[src/rtl/core/gcm_pkg.sv]
// gcm_pkg: shared types and constants of the ghash tag engine
// no dependencies; used by the multiplier, the top level and the tag checker
package gcm_pkg;

  localparam int unsigned BLOCK_BITS  = 128;
  localparam int unsigned BLOCK_BYTES = 16;
  localparam int unsigned DIGIT_BITS  = 8;
  localparam int unsigned DIGIT_STEPS = BLOCK_BITS / DIGIT_BITS;
  localparam int unsigned STEP_W      = $clog2(DIGIT_STEPS);
  localparam int unsigned HALF_BITS   = 64;
  localparam int unsigned CNT_BITS    = 5;

  // reduction constant 0xE1 followed by 120 zero bits
  localparam logic [7:0]            GCM_RED  = 8'hE1;
  localparam logic [BLOCK_BITS-1:0] RED_POLY = {GCM_RED, {(BLOCK_BITS-8){1'b0}}};

  typedef enum logic [1:0] {
    OP_AAD    = 2'd0,
    OP_TEXT   = 2'd1,
    OP_FINISH = 2'd2
  } op_e;

  typedef enum logic {
    CFG_SUBKEY_HIGH = 1'b0,
    CFG_SUBKEY_LOW  = 1'b1
  } cfg_idx_e;

  typedef logic [BLOCK_BITS-1:0] block_t;

endpackage

[src/rtl/core/gcm_ifs.sv]
// gcm_ifs: valid/ready channel interfaces of the ghash tag engine
// no dependencies
interface gcm_blk_if;
  logic        valid;
  logic        ready;
  logic [1:0]  operation;
  logic [63:0] block_high;
  logic [63:0] block_low;
  logic [4:0]  byte_count;

  modport source (output valid, operation, block_high, block_low, byte_count, input ready);
  modport sink   (input valid, operation, block_high, block_low, byte_count, output ready);
endinterface

interface gcm_tag_if;
  logic        valid;
  logic        ready;
  logic [63:0] tag_high;
  logic [63:0] tag_low;

  modport source (output valid, tag_high, tag_low, input ready);
  modport sink   (input valid, tag_high, tag_low, output ready);
endinterface

[src/rtl/core/gcm_gf_mult.sv]
// gcm_gf_mult: digit-serial gf(2^128) multiplier, gcm bit order
// depends on gcm_pkg
module gcm_gf_mult import gcm_pkg::*; (
  input  logic   clk_i,
  input  logic   rst_ni,
  input  logic   start_i,
  input  block_t x_i,
  input  block_t h_i,
  output logic   done_o,
  output block_t z_o
);

  block_t x_q, x_d;
  block_t v_q, v_d;
  block_t z_q, z_d;
  logic              busy_q, busy_d;
  logic              done_q, done_d;
  logic [STEP_W-1:0] cnt_q, cnt_d;

  // one digit of x per cycle, msb first
  always_comb begin
    block_t v_n;
    block_t z_n;
    v_n    = v_q;
    z_n    = z_q;
    for (int j = 0; j < DIGIT_BITS; j++) begin
      if (x_q[BLOCK_BITS-1-j]) begin
        z_n = z_n ^ v_n;
      end
      v_n = {1'b0, v_n[BLOCK_BITS-1:1]} ^ (v_n[0] ? RED_POLY : '0);
    end
    x_d    = x_q;
    v_d    = v_q;
    z_d    = z_q;
    busy_d = busy_q;
    cnt_d  = cnt_q;
    done_d = 1'b0;
    if (start_i) begin
      x_d    = x_i;
      v_d    = h_i;
      z_d    = '0;
      busy_d = 1'b1;
      cnt_d  = '0;
    end else if (busy_q) begin
      x_d   = {x_q[BLOCK_BITS-1-DIGIT_BITS:0], {DIGIT_BITS{1'b0}}};
      v_d   = v_n;
      z_d   = z_n;
      cnt_d = cnt_q + 1'b1;
      if (cnt_q == STEP_W'(DIGIT_STEPS - 1)) begin
        busy_d = 1'b0;
        done_d = 1'b1;
      end
    end
  end

  always_ff @(posedge clk_i or negedge rst_ni) begin
    if (!rst_ni) begin
      busy_q <= 1'b0;
      done_q <= 1'b0;
      cnt_q  <= '0;
    end else begin
      busy_q <= busy_d;
      done_q <= done_d;
      cnt_q  <= cnt_d;
    end
  end

  always_ff @(posedge clk_i) begin
    x_q <= x_d;
    v_q <= v_d;
    z_q <= z_d;
  end

  assign done_o = done_q;
  assign z_o    = z_q;

endmodule

[src/rtl/core/gcm_ghash_tag_engine.sv]
// gcm_ghash_tag_engine: ghash accumulator, bit counts and tag output register
// depends on gcm_pkg, gcm_ifs and gcm_gf_mult
//
// GCM authentication engine. Each input word absorbs one 128-bit block of AAD
// (operation 0) or text (operation 1), keeping its leading byte_count bytes
// (saturated at 16) and zeroing the rest, or finishes the message (operation 2)
// with block_high/block_low carrying the mask E_K(J0). Absorbing XORs the block
// into the accumulator and multiplies by H; finishing XORs the length block
// {aad bits, text bits}, multiplies once more and emits accumulator ^ mask as
// one tag word, then clears accumulator and counts. Operation 3 and absorbs
// with a zero byte count are dropped in the accepting cycle. The user must
// write H through the config port (index 0 upper half, index 1 lower half)
// only while idle; the engine does not enforce it. An absorb or finish holds
// ready low until the 8-bit digit-serial GF multiplier has loaded, run all
// 16 digits and completed. A finish then moves the tag via the emit state
// into the output register, which holds it while the next message is absorbed;
// a following finish waits there only if the previous tag is still not taken.
module gcm_ghash_tag_engine import gcm_pkg::*; (
  input  logic             clk_i,
  input  logic             rst_ni,
  input  logic             cfg_we_i,
  input  logic             cfg_idx_i,
  input  logic [63:0]      cfg_wdata_i,
  gcm_blk_if.sink          data_i,
  gcm_tag_if.source        tag_o
);

  typedef enum logic [2:0] {
    ST_IDLE = 3'b001,
    ST_MUL  = 3'b010,
    ST_EMIT = 3'b100
  } state_e;

  state_e state_q, state_d;

  // hash subkey
  logic [HALF_BITS-1:0] h_hi_q, h_lo_q;

  // ghash state
  block_t               acc_q, acc_d;
  logic [HALF_BITS-1:0] aad_q, aad_d;
  logic [HALF_BITS-1:0] text_q, text_d;
  logic                 fin_q, fin_d;
  block_t               mask_q, mask_d;

  // output word register
  logic   out_vld_q, out_vld_d;
  block_t tag_q, tag_d;

  // multiplier handshake
  logic   mul_start;
  block_t mul_x;
  logic   mul_done;
  block_t mul_z;

  logic                accept;
  logic [CNT_BITS-1:0] n_sat;
  block_t              blk;
  block_t              byte_mask;
  logic [HALF_BITS-1:0] bit_add;

  // config writes
  always_ff @(posedge clk_i or negedge rst_ni) begin
    if (!rst_ni) begin
      h_hi_q <= '0;
      h_lo_q <= '0;
    end else if (cfg_we_i) begin
      unique case (cfg_idx_e'(cfg_idx_i))
        CFG_SUBKEY_HIGH: h_hi_q <= cfg_wdata_i;
        CFG_SUBKEY_LOW:  h_lo_q <= cfg_wdata_i;
        default: ;
      endcase
    end
  end

  assign data_i.ready = (state_q == ST_IDLE);
  assign accept       = data_i.valid && data_i.ready;
  assign blk          = {data_i.block_high, data_i.block_low};

  // byte count saturates at a full block
  assign n_sat   = (data_i.byte_count > CNT_BITS'(BLOCK_BYTES)) ?
                   CNT_BITS'(BLOCK_BYTES) : data_i.byte_count;
  assign bit_add = {{(HALF_BITS-CNT_BITS-3){1'b0}}, n_sat, 3'b000};

  // leading bytes kept, byte 0 in the top bits
  always_comb begin
    for (int i = 0; i < BLOCK_BYTES; i++) begin
      byte_mask[BLOCK_BITS-1-DIGIT_BITS*i -: DIGIT_BITS] =
        (CNT_BITS'(i) < n_sat) ? {DIGIT_BITS{1'b1}} : '0;
    end
  end

  always_comb begin
    state_d   = state_q;
    acc_d     = acc_q;
    aad_d     = aad_q;
    text_d    = text_q;
    fin_d     = fin_q;
    mask_d    = mask_q;
    out_vld_d = out_vld_q && !tag_o.ready;
    tag_d     = tag_q;
    mul_start = 1'b0;
    mul_x     = acc_q ^ (blk & byte_mask);

    unique case (state_q)
      ST_IDLE: begin
        if (accept) begin
          unique case (data_i.operation) inside
            OP_AAD, OP_TEXT: begin
              if (n_sat != '0) begin
                mul_start = 1'b1;
                fin_d     = 1'b0;
                state_d   = ST_MUL;
                if (data_i.operation == OP_AAD) begin
                  aad_d = aad_q + bit_add;
                end else begin
                  text_d = text_q + bit_add;
                end
              end
            end
            OP_FINISH: begin
              // length block goes in, counts restart for the next message
              mul_x     = acc_q ^ {aad_q, text_q};
              mul_start = 1'b1;
              mask_d    = blk;
              fin_d     = 1'b1;
              aad_d     = '0;
              text_d    = '0;
              state_d   = ST_MUL;
            end
            default: ;
          endcase
        end
      end
      ST_MUL: begin
        if (mul_done) begin
          acc_d   = mul_z;
          state_d = fin_q ? ST_EMIT : ST_IDLE;
        end
      end
      ST_EMIT: begin
        // wait for the output register to free up
        if (!out_vld_q || tag_o.ready) begin
          tag_d     = acc_q ^ mask_q;
          out_vld_d = 1'b1;
          acc_d     = '0;
          state_d   = ST_IDLE;
        end
      end
      default: state_d = ST_IDLE;
    endcase
  end

  always_ff @(posedge clk_i or negedge rst_ni) begin
    if (!rst_ni) begin
      state_q   <= ST_IDLE;
      acc_q     <= '0;
      aad_q     <= '0;
      text_q    <= '0;
      fin_q     <= 1'b0;
      out_vld_q <= 1'b0;
    end else begin
      state_q   <= state_d;
      acc_q     <= acc_d;
      aad_q     <= aad_d;
      text_q    <= text_d;
      fin_q     <= fin_d;
      out_vld_q <= out_vld_d;
    end
  end

  always_ff @(posedge clk_i) begin
    mask_q <= mask_d;
    tag_q  <= tag_d;
  end

  gcm_gf_mult u_mult (
    .clk_i   (clk_i),
    .rst_ni  (rst_ni),
    .start_i (mul_start),
    .x_i     (mul_x),
    .h_i     ({h_hi_q, h_lo_q}),
    .done_o  (mul_done),
    .z_o     (mul_z)
  );

  assign tag_o.valid    = out_vld_q;
  assign tag_o.tag_high = tag_q[BLOCK_BITS-1:HALF_BITS];
  assign tag_o.tag_low  = tag_q[HALF_BITS-1:0];

endmodule

[src/flat_wrapper.sv]
// flat-port wrapper written by rule: the top's interface ports become plain ports
module gcm_ghash_tag_engine_flat import gcm_pkg::*;
  (clk_i, rst_ni, cfg_we_i, cfg_idx_i, cfg_wdata_i, data_i_valid, data_i_operation, data_i_block_high, data_i_block_low, data_i_byte_count, data_i_ready, tag_o_valid, tag_o_tag_high, tag_o_tag_low, tag_o_ready);
  gcm_blk_if data_i_i ();
  gcm_tag_if tag_o_i ();
  input  logic clk_i;
  input  logic rst_ni;
  input  logic cfg_we_i;
  input  logic cfg_idx_i;
  input  logic [63:0] cfg_wdata_i;
  input wire logic [$bits(data_i_i.valid)-1:0] data_i_valid;
  input wire logic [$bits(data_i_i.operation)-1:0] data_i_operation;
  input wire logic [$bits(data_i_i.block_high)-1:0] data_i_block_high;
  input wire logic [$bits(data_i_i.block_low)-1:0] data_i_block_low;
  input wire logic [$bits(data_i_i.byte_count)-1:0] data_i_byte_count;
  output wire logic [$bits(data_i_i.ready)-1:0] data_i_ready;
  output wire logic [$bits(tag_o_i.valid)-1:0] tag_o_valid;
  output wire logic [$bits(tag_o_i.tag_high)-1:0] tag_o_tag_high;
  output wire logic [$bits(tag_o_i.tag_low)-1:0] tag_o_tag_low;
  input wire logic [$bits(tag_o_i.ready)-1:0] tag_o_ready;
  assign data_i_i.valid = data_i_valid;
  assign data_i_i.operation = data_i_operation;
  assign data_i_i.block_high = data_i_block_high;
  assign data_i_i.block_low = data_i_block_low;
  assign data_i_i.byte_count = data_i_byte_count;
  assign data_i_ready = data_i_i.ready;
  assign tag_o_valid = tag_o_i.valid;
  assign tag_o_tag_high = tag_o_i.tag_high;
  assign tag_o_tag_low = tag_o_i.tag_low;
  assign tag_o_i.ready = tag_o_ready;
  gcm_ghash_tag_engine u_core (.clk_i(clk_i), .rst_ni(rst_ni), .cfg_we_i(cfg_we_i), .cfg_idx_i(cfg_idx_i), .cfg_wdata_i(cfg_wdata_i), .data_i(data_i_i), .tag_o(tag_o_i));
endmodule
[config.mk]
export PLATFORM = sky130hd
export DESIGN_NAME = gcm_ghash_tag_engine_flat
export DESIGN_NICKNAME = d
export VERILOG_FILES = /design/src/rtl/core/gcm_pkg.sv /design/src/rtl/core/gcm_ifs.sv /design/src/rtl/core/gcm_gf_mult.sv /design/src/rtl/core/gcm_ghash_tag_engine.sv /design/src/flat_wrapper.sv
export SDC_FILE = /design/constraint.sdc
export NUM_CORES = 2
export LEC_CHECK = 0
export ABC_AREA = 1
export BUFFER_PORTS_ARGS = -buffer_cell sky130_fd_sc_hd__buf_4
export CORE_UTILIZATION = 40
export DETAILED_ROUTE_END_ITERATION = 16
export HOLD_SLACK_MARGIN = 0.12
export PLACE_DENSITY = 0.56
export SKIP_CTS_REPAIR_TIMING = 1
export SLEW_MARGIN = 20
export SYNTH_ARGS = -nofsm -noshare
export SYNTH_HDL_FRONTEND = slang
export SYNTH_SLANG_ARGS = --single-unit
[constraint.sdc]
create_clock -name clk_i -period 8.1 [get_ports clk_i]
set_input_delay 1.215 -clock clk_i [delete_from_list [all_inputs] [get_ports clk_i]]
set_output_delay 1.215 -clock clk_i [all_outputs]
set_load 0.03 [all_outputs]
Yosys cells after proc, flatten, opt, wreduce, memory -nomap -nowiden
Cells that the tools add are included.

cells by class
  add/sub/neg operators = 3
  magnitude comparators = 17
  equal/unequal tests = 14
  mux-type cells = 72
  bitwise logic cells = 21
  reductions and logical operators = 20

operators with widths
  operator                                                                 number
  128-bit two-way mux                                                      25
  128-bit XOR                                                              11
  127-bit by 128-bit XOR with 128-bit output                               8
  64-bit two-way mux                                                       4
  128-bit case mux with 2 select lines                                     1
  64-bit case mux with 2 select lines                                      2
  64-bit by 8-bit adder with 64-bit output                                 2
  128-bit bitwise AND                                                      1
  8-bit two-way mux                                                        16
  4-bit by 5-bit < comparator with 1-bit output, first input constant      8
  3-bit by 5-bit < comparator with 1-bit output, first input constant      4
  3-bit two-way mux                                                        5
  5-bit AND reduction                                                      3
  1-bit two-way mux                                                        12
  1-bit by 5-bit < comparator with 1-bit output, first input constant      2
  2-bit by 5-bit < comparator with 1-bit output, first input constant      2
  3-bit case mux with 3 select lines                                       1
  4-bit two-way mux                                                        2
  2-bit by 1-bit inequality test with 1-bit output, second input constant  3
  2-bit inequality test, second input constant                             3
  3-bit inequality test, second input constant                             2
  3-bit case mux with 2 select lines                                       1
  2-bit AND reduction                                                      3
  3-bit AND reduction                                                      2
  19 further kinds                                                         24

storage, ports and cells
  flip-flop bits (word level) = 1035
  input bits = 205
  output and inout port bits = 130
  word-level logic and storage cells = 163

Logic depth before layout (Yosys ltp)
  depth in word-level cells = 18
  mapped depth = 17

Hierarchy
Synthesis repeated with hierarchy kept, for this count alone.

unflattened totals
  cells, all modules = 7841
  area, all modules = 61363.9 um^2

modules (own cells, without submodules)
  module                times used  cells each  area each (um^2)
  gcm_ghash_tag_engine  1           3546        31287.5
  gcm_gf_mult           1           4295        30076.3

Worst setup path after synthesis
Ideal clock, no wire load.

  kind = input-to-reg
  from = in tag_o_ready
  to = reg u_core.acc_q[100]
  library setup time = 0.130 ns
  arrival time = 8.375 ns
  required time = 7.970 ns
  setup slack = -0.405 ns
  stages = 6
  path through = inv_1 > a21oi_1 > o21a_1 > buf_2 > clkbuf_1 > o21ai_0

on the way
  word-level cells in the longest chain between the ends = 3

ends and longest elaborated chain
  item                                                        line                         text
  start: declaration                                          flat_wrapper.sv:20           input wire logic [$bits(tag_o_i.ready)-1:0] tag_o_ready;
  1-bit logical OR                                            gcm_ghash_tag_engine.sv:143  if (!out_vld_q || tag_o.ready) begin
  2-bit by 1-bit inequality test with 1-bit output (no line)  --
  3-bit AND reduction (no line)                               --
  end signal: assignment                                      gcm_ghash_tag_engine.sv:157  acc_q <= '0;
  end signal: assignment                                      gcm_ghash_tag_engine.sv:164  acc_q <= acc_d;
  end: declaration                                            gcm_ghash_tag_engine.sv:40   block_t acc_q, acc_d;

No other way between the ends.
A chain may end at the register's enable or synchronous reset.

Worst setup path after layout
  from = reg u_core.state_q[0]
  to = reg u_core.mask_q[79], enable pin

on the way
  word-level cells in the longest chain between the ends = 3

ends and longest elaborated chain
  item                                        line                                                     text
  start: declaration                          gcm_ghash_tag_engine.sv:34                               state_e state_q, state_d;
  start signal: assignment                    gcm_ghash_tag_engine.sv:163                              state_q <= state_d;
  3-bit by 1-bit == test with 1-bit output *  gcm_ghash_tag_engine.sv:76, gcm_ghash_tag_engine.sv:105
  1-bit logical AND                           gcm_ghash_tag_engine.sv:77                               assign accept = data_i.valid && data_i.ready;
  3-bit AND reduction (no line) *             --
  end signal: assignment                      gcm_ghash_tag_engine.sv:173                              mask_q <= mask_d;
  end: declaration                            gcm_ghash_tag_engine.sv:44                               block_t mask_q, mask_d;

Every way passes the cells marked *; elsewhere a longest branch is shown, timed or not.

==> impl_metrics.ini <==
[yosys]
yosysWarningCount = 0
ys_top_cells_by_area = edfxtp_1 (24%), nand2_1 (17%), dfrtp_1 (15%)
async_reset_ff_share_pct = 37.8
avgSynthCellArea_sq_um = 7.57
synth_commonest_cells = nand2_1 (2,842), inv_1 (930), xor2_1 (732), nand3_1 (663), o21ai_0 (654)
synthDistinctLibCells = 54
synth_cells = 8438
ys.flop_type = edfxtp_1
synth_seq_cells = 1029
synth.most_common_cell = nand2_1
syn_nets = 8656
yosysTopAreaCellShare_pct = 24.1
yosysTopAreaCell = edfxtp_1
syn_area_sq_mm = 0.0639
synth_edf_count = 512
seq_area_frac_synth_pct = 43.3

[setup_path]
required_ps = 8530
crit_arrival_ps = 4320
reg2reg_slack_ps = 4210
critPathCaptureType = flip-flop
r2r_end = u_core.mask_q[79]$_DFFE_PP_
reg2reg_from = u_core.state_q[0]$_DFFE_PN1P_
crit_fanout = 110
critPathCapture = u_core.mask_q[79]$_DFFE_PP_
worst_setup_path_start_kind = flip-flop
crit_type = flip-flop to flip-flop
startpoint = u_core.state_q[0]$_DFFE_PN1P_
rr_worst_depth = 6

[finish]
drive_above_1_share_pct = 8.03
fin_nets = 8682
seq_area_sq_mm = 0.0277
postLayoutCellArea_sq_mm = 0.0716
fill_cells = 15700
fin_cells = 10600
syn_to_final_growth_pct = 12.0
multiInputGateArea_sq_mm = 0.0306

[clock_network]
root_buffer = clkbuf_16
cts_tree = done
clkSinkCount = 1029
clkTransAtPathRegs_ps = 60
cts_buffer_depth = 3
insertion_delay_ps = 780
numCtsBuffers = 117
htreeDepth = 3

[sta]
skew_ps = 56.8
setup_viol = 0
final.setup.tns_ps = 0
period_share_pct = 48.0
fin_crit_ps = 3890
worst_pin_slew_ps = 1140
slew_viol_final = 0
hold_viol = 0
fmax_mhz = 257
rsz0062_at_grt = false
setup_ws_ps = 4210
maxSlewHeadroom_pct = 24.2

[pwr]
power_uw = 34500
p_clk_share_pct = 16.5
p_leak_uw = 0.0327
p_sw_uw = 16600
power.internal_uw = 17900
power_density_mw_per_mm2 = 482
swShare_pct = 48.2
peakVddDrop_uv = 266
seqPwrFrac_pct = 32.5
p_comb_share_pct = 51.0

[floorplan]
rows = 146
die_area_sq_mm = 0.161
die_x_um = 402
fp.dieH_um = 402
start_util_pct = 40.3
core_sq_mm = 0.158
io_pins = 335

[routing]
vias_per_cell = 5.30
ant_nets = 0
vias = 56400
first_pass_iters = 9
drt-total-wl_um = 233000
drt_drc_violations_left = 0
routedWlPerCell_um = 21.9
drtIter0Drc = 5473

[min_path]
min_path_type = primary input to async pin

[place]
hpwlAfterDp_um = 165000
port_buffers = 334
place_inst = 10400
dp_slack_ps = 3380
globalplace.congestion = 0.948
place_area_sq_mm = 0.0674

[grt]
grt_pass1_vias = 51400
grt_overflow = 0
grt_pass1_wl_um = 344000
antenna_found_initial = 3
grt_use_total_pct = 28.2
grt_max_degree = 175

[job]
maxCapViolations = 0

[status]
status = finished clean
-- through the flow --
stage / utilization, % / hold slack, ps
2_1_floorplan: - / 442
3_3_place_gp: 42.5 / 466
3_5_place_dp: 42.6 / 463
4_1_cts: 45.1 / 404
5_1_grt: 45.2 / 457
6_report: 45.2 / 438
-- area by class of cell --
type	count	share of cell area (%)
clock inverter	76	1.33
multi-input combinational	5993	42.8
tap	2072	3.62
inverter	936	4.93
timing repair buffer	387	4.26
antenna	2	0.00699
sequential	1029	38.7
clock buffer	148	4.37
-- how the worst min path moves through the flow --
stage	start	end	slack, ps	cells after the start
2_1_floorplan	u_core.fin_q$_DFFE_PN0P_	u_core.fin_q$_DFFE_PN0P_	440	2
3_3_place_gp	u_core.fin_q$_DFFE_PN0P_	u_core.fin_q$_DFFE_PN0P_	470	2
3_5_place_dp	u_core.fin_q$_DFFE_PN0P_	u_core.fin_q$_DFFE_PN0P_	460	2
4_1_cts	rst_ni	u_core.aad_q[45]$_DFFE_PN0P_	400	1
5_1_grt	rst_ni	u_core.acc_q[93]$_DFFE_PN0P_	460	1
6_report	rst_ni	u_core.acc_q[93]$_DFFE_PN0P_	440	1
-- kinds of logic (layout without fill, tap and decap cells) --
kind of cell    after synthesis  count (layout)  share of synthesized area (%)
fa+ha+maj                    13              13                          0.278
flops                      1029            1029                           43.3
other cells                   0               2                              0
compound gates              916             916                           7.54
xor+xnor                    990             990                           13.6
buf+inv                    1416            1547                           8.85
simple gates               4074            4074                           26.4
-- worst max-delay path, stage by stage (launching register included) --
cell	delay, ps
dfstp_2	550
nand3_1	160
nor2_4	380
nand2_8	470
inv_6	810
buf_4	610
buf_4	450
-- state kept, by name, indices dropped and copies added (netlist names) --
| name | count |
|---|---|
| u_core.aad_q | 61 |
| u_core.acc_q | 128 |
| u_core.fin_q | 1 |
| u_core.h_hi_q | 64 |
| u_core.h_lo_q | 64 |
| u_core.mask_q | 128 |
| u_core.state_q | 3 |
| u_core.tag_o.valid | 1 |
| u_core.tag_q | 128 |
| u_core.text_q | 61 |
| u_core.u_mult.busy_q | 1 |
| u_core.u_mult.cnt_q | 4 |
| u_core.u_mult.done_o | 1 |
| u_core.u_mult.v_q | 128 |
| u_core.u_mult.x_q | 128 |
| u_core.u_mult.z_o | 128 |
-- routing by layer --
metal	routed length, um	part of all wire (%)	vias up	global-route usage, %
met5	0	0	-	0
met3	17900	7.7	253	4.36
met2	98700	42	2045	41.3
met1	112000	48	27300	43.1
li1	-	-	26800	-
met4	5170	2.2	0	6.92
-- power groups by stage --
stage / combinational, uW / sequential, uW / clock [uW]
floorplan: 14600 / 9130 / 0
global placement: 16900 / 11200 / 0
detailed placement: 17400 / 11200 / 0
CTS: 17500 / 11100 / 5780
global route: 20100 / 11300 / 5980
finish: 17600 / 11200 / 5690
-- placed cells by master, fill, tap and decap left out, drive strengths merged, types with 25 or more instances in the layout --
master	instances
a21oi	133
a31oi	25
buf	387
clkbuf	148
clkinv	43
dfrtp	388
dfxtp	128
edfxtp	512
inv	943
nand2	2845
nand3	665
nand4	128
nor2	272
nor3	55
o21ai	693
or2	81
xnor2	258
xor2	732
Note: power is estimated with default switching activity, not from simulation.
